$ cat src/rtl/rect_dedup_filter_top_defines.svh
// Assertion macros for the rectangle de-duplication filter.
// Taken in by the top level; needs no other file.
`ifndef RECT_DEDUP_FILTER_TOP_DEFINES_SVH
`define RECT_DEDUP_FILTER_TOP_DEFINES_SVH

// Same-cycle implication, checked while out of reset.
`define RDF_ASSERT_SAME(label, clk, rst_n, ante, cons, msg) \
    label: assert property (@(posedge clk) disable iff (!(rst_n)) (ante) |-> (cons)) \
        else $error(msg);

// Next-cycle implication, checked while out of reset.
`define RDF_ASSERT_NEXT(label, clk, rst_n, ante, cons, msg) \
    label: assert property (@(posedge clk) disable iff (!(rst_n)) (ante) |=> (cons)) \
        else $error(msg);

`endif

$ cat src/rtl/rdf_pkg.sv
// Shared types and constants of the rectangle de-duplication filter.
// No dependencies; used by the controller, the datapath and the top level.
package rdf_pkg;

    localparam int MAX_KEPT   = 64;
    localparam int COORD_BITS = 16;
    localparam int IDX_BITS   = (MAX_KEPT > 1) ? $clog2(MAX_KEPT) : 1;
    localparam int CNT_BITS   = $clog2(MAX_KEPT + 1);
    localparam int SLOT_BITS  = 6;
    localparam int COUNT_BITS = 7;
    localparam int CFG_IDX_BITS = 2;
    localparam int MIN_SIDE   = 10;
    localparam int NEAR_SQ    = 100;

    typedef enum logic [2:0] {
        V_KEPT      = 3'd0,
        V_SMALL     = 3'd1,
        V_OFFSCREEN = 3'd2,
        V_DUP       = 3'd3,
        V_FULL      = 3'd4
    } t_verdict;

    typedef enum logic [CFG_IDX_BITS-1:0] {
        CFG_VIEW_LEFT   = 2'd0,
        CFG_VIEW_TOP    = 2'd1,
        CFG_VIEW_RIGHT  = 2'd2,
        CFG_VIEW_BOTTOM = 2'd3
    } t_cfg_idx;

    typedef struct packed {
        logic                          start_set;
        logic signed [COORD_BITS-1:0]  edge_left;
        logic signed [COORD_BITS-1:0]  edge_top;
        logic signed [COORD_BITS-1:0]  edge_right;
        logic signed [COORD_BITS-1:0]  edge_bottom;
    } t_in_item;

    typedef struct packed {
        t_verdict               verdict;
        logic [SLOT_BITS-1:0]   slot;
        logic [COUNT_BITS-1:0]  kept_count;
    } t_out_item;

    typedef struct packed {
        logic signed [COORD_BITS-1:0] l;
        logic signed [COORD_BITS-1:0] t;
        logic signed [COORD_BITS-1:0] r;
        logic signed [COORD_BITS-1:0] b;
    } t_rect;

    // Controller to datapath.
    typedef struct packed {
        logic load;     // take the input item
        logic issue;    // read the next kept rectangle
        logic commit;   // store if kept, load the output register
    } t_dp_cmd;

    // Datapath to controller.
    typedef struct packed {
        logic reject;     // too small or offscreen
        logic scan_end;   // every kept rectangle has been read
        logic pipe_busy;  // compare pipeline still holds entries
        logic out_free;   // output register can take a result
    } t_dp_status;

endpackage

$ cat src/rtl/rdf_ctrl.sv
// Sequencer of the rectangle de-duplication filter.
// Depends on rdf_pkg for the command and status structs.
module rdf_ctrl (
    input  logic                i_clk,
    input  logic                i_rst_n,
    input  logic                i_in_valid,
    output logic                o_in_ready,
    input  rdf_pkg::t_dp_status i_status,
    output rdf_pkg::t_dp_cmd    o_cmd
);

    import rdf_pkg::*;

    typedef enum logic [3:0] {
        S_IDLE   = 4'b0001,
        S_SCAN   = 4'b0010,
        S_DRAIN  = 4'b0100,
        S_FINISH = 4'b1000
    } t_state;

    t_state r_state;
    t_state n_state;

    always_comb begin
        n_state = r_state;
        case (r_state)
            S_IDLE: begin
                if (i_in_valid) begin
                    n_state = S_SCAN;
                end
            end
            S_SCAN: begin
                if (i_status.reject) begin
                    n_state = S_FINISH;
                end else if (i_status.scan_end) begin
                    n_state = S_DRAIN;
                end
            end
            S_DRAIN: begin
                if (!i_status.pipe_busy) begin
                    n_state = S_FINISH;
                end
            end
            S_FINISH: begin
                if (i_status.out_free) begin
                    n_state = S_IDLE;
                end
            end
            default: n_state = S_IDLE;
        endcase
    end

    always_ff @(posedge i_clk) begin
        if (!i_rst_n) begin
            r_state <= S_IDLE;
        end else begin
            r_state <= n_state;
        end
    end

    assign o_in_ready   = (r_state == S_IDLE);
    assign o_cmd.load   = (r_state == S_IDLE) && i_in_valid;
    assign o_cmd.issue  = (r_state == S_SCAN) && !i_status.reject && !i_status.scan_end;
    assign o_cmd.commit = (r_state == S_FINISH) && i_status.out_free;

endmodule

$ cat config.mk
export PLATFORM = sky130hd
export DESIGN_NAME = rdf_ctrl
export DESIGN_NICKNAME = d
export VERILOG_FILES = /design/src/rtl/rect_dedup_filter_top_defines.svh /design/src/rtl/rdf_pkg.sv /design/src/rtl/rdf_ctrl.sv
export SDC_FILE = /design/constraint.sdc
export NUM_CORES = 1
export LEC_CHECK = 0
export ABC_AREA = 0
export BUFFER_PORTS_ARGS = -buffer_cell sky130_fd_sc_hd__buf_2
export CAP_MARGIN = 20
export CORE_AREA = 2 2 39 41
export CTS_CLUSTER_SIZE = 12
export DETAILED_ROUTE_END_ITERATION = 6
export DIE_AREA = 0 0 41 43
export GPL_ROUTABILITY_DRIVEN = 0
export PLACE_DENSITY = 0.43
export SLEW_MARGIN = 15
export SYNTH_ARGS = -nofsm -noshare
export SYNTH_HDL_FRONTEND = slang
export SYNTH_SLANG_ARGS = --single-unit
$ cat constraint.sdc
create_clock -name i_clk -period 1.4 [get_ports i_clk]
set_input_delay 0.28 -clock i_clk [delete_from_list [all_inputs] [get_ports i_clk]]
set_output_delay 0.28 -clock i_clk [all_outputs]
set_load 0.01 [all_outputs]
=== Yosys cells after proc, flatten, opt, wreduce, memory -nomap -nowiden ===
Index checks and enable logic that the tools add are counted.

* Bits in registers: 4
* Bits of input ports: 7

* Eq/ne operators: 8
* Mux-type cells: 6
* Reduce and logical (&&, ||, !) cells: 7

{| class="wikitable"
|+ Operators by type and width
! kind !! count
|-
| 2-to-1 mux 4 bit || 5
|-
| one-hot mux 4 bit (4 select lines) || 1
|-
| != test 2 bit, second input constant || 3
|-
| == test 4 x 1 -> 1 bit, second input constant || 1
|-
| == test 4 x 2 -> 1 bit, second input constant || 1
|-
| == test 4 x 3 -> 1 bit, second input constant || 1
|-
| == test 4 bit, second input constant || 1
|-
| logical AND 1 bit || 4
|-
| AND reduction 4 bit || 1
|-
| != test 3 bit, second input constant || 1
|-
| logical NOT 1 bit || 2
|}

=== Logic depth before layout (Yosys ltp) ===
* Depth in word-level cells: 3
* Mapped depth: 5
* Depth with buffers taken out: 4

=== Worst setup path after synthesis ===
Ideal clock, no wire load.

* Kind: flip-flop to flip-flop
* Start point: register r_state[2]
* End point: register r_state[0]
* Setup time: 0.133 ns
* Arrival time: 1.450 ns
* Data required time: 1.267 ns
* Slack: -0.183 ns
* Stages on the path, launching flop included: 6
* Path through: dfxtp_1 -> buf_6 -> or3b_1 -> nor4_2 -> a221o_2 -> o221ai_1

* Word-level cells in the longest chain between the ends: 3
* Elaborated cells between the ends (all ways): 10
* Those cells by class: 8 x eq/ne; 1 x mux; 1 x reduce/logical

{| class="wikitable"
|+ Ends and longest elaborated chain
! item !! RTL line !! text
|-
| from (decl) || rdf_ctrl.sv:21 || <nowiki>t_state r_state;</nowiki>
|-
| from (signal assigned) || rdf_ctrl.sv:57 || <nowiki>r_state <= n_state;</nowiki>
|-
| == test 4 x 2 -> 1 bit (tied with other cells) || rdf_ctrl.sv:26 || <nowiki>case (r_state)</nowiki>
|-
| != test 3 bit (no source line) or != test 2 bit (tied branches) || -- ||
|-
| AND reduction 4 bit (no source line) || -- ||
|}

Parallel ways exist; a longest one is shown, timed or not.
A chain may end at the register's enable or synchronous reset.

==> results by group <==
Worst setup path
  • FF-to-FF Start: r_state[1]
  • Crit-path cells: or3b_4 > nor4_4 > buf_2
  • Worst reg2reg path depth: 5
  • Kind of critical path: register to primary output
  • Critical Path AT: 1.31 ns
  • R2R Setup Slk: -0.08 ns
  • Worst Setup Start Kind: register
  • Crit-path max cell delay: 0.39 ns
  • Nature of the critical path endpoint: primary output
  • Req. time, crit path: 1.12 ns
  • Reg2reg end: r_state[2]
  • Critical Path Fanout Max: 2
  • Slowest cell on the critical path: or3b_4

Power and ir drop
  • Pwr per Cell Area: about 900 nW/um^2
  • Final Power: 0.457 mW
  • Clk pwr share: a little under a third
  • Max VDD drop: 0.000309 V
  • Combinational Power Share: 39.6%
  • Sw power: 0.133 mW
  • Internal Power: 0.324 mW
  • Switching Fraction: 29.0%
  • Sequential Power Share: 28.5%
  • Leakage: roughly 0.23 nW

Placement
  • Post-DP HPWL: 541 um
  • Port Buffers: 10
  • Dpl cell area: 393 sq um

Floorplanning
  • Row cnt: 14
  • I/O pins: 11
  • DIE WIDTH: around 41 um
  • Core ar.: 1380 sq um
  • Die height: 43 um
  • Initial core utilization: 21.0%
  • Die ar.: 1760 sq um

Min path
  • Hold EP: r_state[0]
  • Worst Hold Path Cells: 2
  • Type of the worst min-delay path: input port to register
  • HP Start: i_rst_n

Clock network
  • Clock-pin slew on the worst setup and hold paths: 0.04 ns
  • Worst-Skew Late Latency: 0.24 ns
  • Clk buf depth: 2
  • Post-CTS Hold Buffers: 0
  • CTS H-tree lvls: 1
  • CTS tree: done
  • TritonCTS buffer count: 3
  • Clock Sinks: 4
  • Root Buffer: clkbuf_4

Run status
  • Outcome: complete, but fails checks
  • Violated checks: negative setup slack

Global route
  • Tot GR Track Use: between 10% and 20%
  • Global-route wire length before repair: between 1000 and 1500 um
  • Largest net degree at the start of global routing: 9
  • Grt total ovfl: 0
  • Initial antenna violation count: 0
  • Number of global-route vias before repair: approximately 320

Timing
  • Fin crit share: 113%
  • Slew margin rel.: 82.8%
  • Setup TNS: -0.439 ns
  • Skew final: 0.00372 ns
  • Unrepaired setup endpoints after global routing: true
  • Max Slew Vio Count: 0
  • Slew at the pin with the worst max-slew slack: between 0.2 and 0.3 ns
  • Post-route setup slack: -0.188 ns
  • Final Setup Violations: 7
  • Final Hold Viols: 0
  • Worst Hold Slack: 0.276 ns
  • F_max: 630 MHz
  • Min Tclk post-route: between 1.5 and 2 ns

Drt
  • Remaining DRCs: 0
  • 1st-iter DRT viols: 3
  • Wire per inst: between 10 and 15 um
  • WL met2: 458 um
  • Max layer used: met4
  • WL met3: ~23 um
  • Routed vias: between 300 and 400
  • Routed WL: approximately 850 um
  • 1st-pass router iterations: 3
  • Vias/cell: 4.74
  • Post-DRT Antenna Nets: 0
  • Post-Route M1 WL: 357 um

Synthesis
  • Flops & latches, synth: 4
  • Sequential fraction of the synthesis area: 27.6%
  • Synth area leaders: dfxtp_1, mux2i_1, o21ai_0
  • Share of the synthesized area in the top cell type: 27.6%
  • Synth cell types: 24
  • Post-Syn Area: 290 sq um
  • Cells after Synth: 35
  • Post-synth top area cell: dfxtp_1
  • Syn Area/Cell: roughly 8.3 sq um
  • YS warnings: 0
  • Synth Net Count: 42

Job
  • Max cap viols: 0

Final layout
  • Area grow syn2layout: 79.3%
  • Max reg flops: 4
  • Nets: 65
  • Fin area: 520 sq um
  • # diodes: 0
  • Regs by FF count: r_state: 4 flops
  • Most flop-heavy register: r_state
  • Final Util: between 30 and 40%
  • Share of layout cells above drive strength 1: 64.3%
==> through the flow <==
stage,cells,setup slack (ns)
floorplan,35,-0.0839
global placement,64,-0.0630
detailed placement,64,-0.0780
CTS,70,-0.288
global route,72,-0.256
finish,72,-0.188
==> cell families (layout without fill, tap and decap cells) <==
group / after synthesis / after routing / share of synthesized area [%]
AND/OR/NAND/NOR: 16 / 16 / 34.9
AO/OA/AOI/OAI: 7 / 7 / 16.8
buffers and inverters: 5 / 26 / 10.8
flip-flops: 4 / 4 / 27.6
multiplexers: 2 / 2 / 6.90
XOR/XNOR: 1 / 1 / 3.02
==> routing by layer <==
metal / vias up / track usage [%]
met5: - / 0
li1: 170 / -
met2: 6 / 16.9
met4: 0 / 6.00
met3: 2 / 6.28
met1: 163 / 14.2
==> timing repair <==
| action | in CTS | in global routing |
|---|---|---|
| cloned | 0 | 0 |
| resized for setup | 8 | 7 |
| hold endpoints to repair | 0 | 0 |
| endpoints found under the setup margin | 7 | 8 |
| pin swaps | 5 | 5 |
| setup buffers | 4 | 4 |
==> synth_stat cells <==
master	n
o22ai_1	1
o21ai_0	3
nor3_1	1
and2_1	1
mux2i_1	2
dfxtp_1	4
nand3b_1	1
o21a_1	1
nor4b_1	1
o221ai_1	1
a221o_2	1
nand2b_1	2
nor2_1	3
or4b_1	1
nand2_1	2
buf_2	1
buf_6	1
xor2_1	1
inv_1	2
or3b_1	1
buf_4	1
nor4_1	1
nor4_2	1
nand3_1	1
==> placed cells by master (no fill, tap or decap) <==
master    count
o21ai_0       3
nand2b_4      2
o22ai_1       1
o221ai_2      1
nor2_1        3
mux2i_1       2
buf_2         8
nand3b_1      1
dfxtp_4       1
nor4_1        1
and2_4        1
nor4b_2       1
xor2_1        1
or3b_4        1
dfxtp_1       1
o21a_1        1
clkbuf_4      3
nand2_1       2
buf_6         4
or4b_1        1
nand3_1       1
a221o_2       1
nor4_4        1
buf_4         9
dfxtp_2       2
nor3_4        1
inv_1         2
==> power by group through the flow <==
stage	registers (mW)	clock network, mW	logic (mW)
global route	0.131	0.164	0.194
floorplan	0.126	0	0.0750
finish	0.130	0.146	0.181
CTS	0.130	0.155	0.147
detailed placement	0.130	0	0.117
global placement	0.131	0	0.118
==> worst max-delay path, delay by kind of cell (launching register included) <==
family | cells | cell delay, ns
simple gates | 2 | 0.57
flops | 1 | 0.32
buf+inv | 1 | 0.18
==> area by class of cell <==
class / count / area [sq um]
multi-input cells: 26 / 231
repair buffers: 21 / 153
flip-flops and latches: 4 / 86.3
well taps: 16 / 20.0
clock buffers: 3 / 22.5
fillers: 145 / 863
inverters: 2 / 7.51
==> worst max path at each step <==
| stage | slack [ns] | cells past startpoint | end | startpoint |
|---|---|---|---|---|
| after detailed placement | -0.08 | 4 | r_state[2] | i_status[3] |
| final | -0.19 | 3 | o_cmd[1] | r_state[1] |
| after CTS | -0.29 | 3 | o_cmd[1] | r_state[1] |
| after global placement | -0.06 | 5 | r_state[0] | i_status[3] |
| after floorplan | -0.08 | 5 | r_state[0] | r_state[2] |
| after global routing | -0.26 | 3 | o_cmd[1] | r_state[1] |
Note: power is estimated with default switching activity, not from simulation.
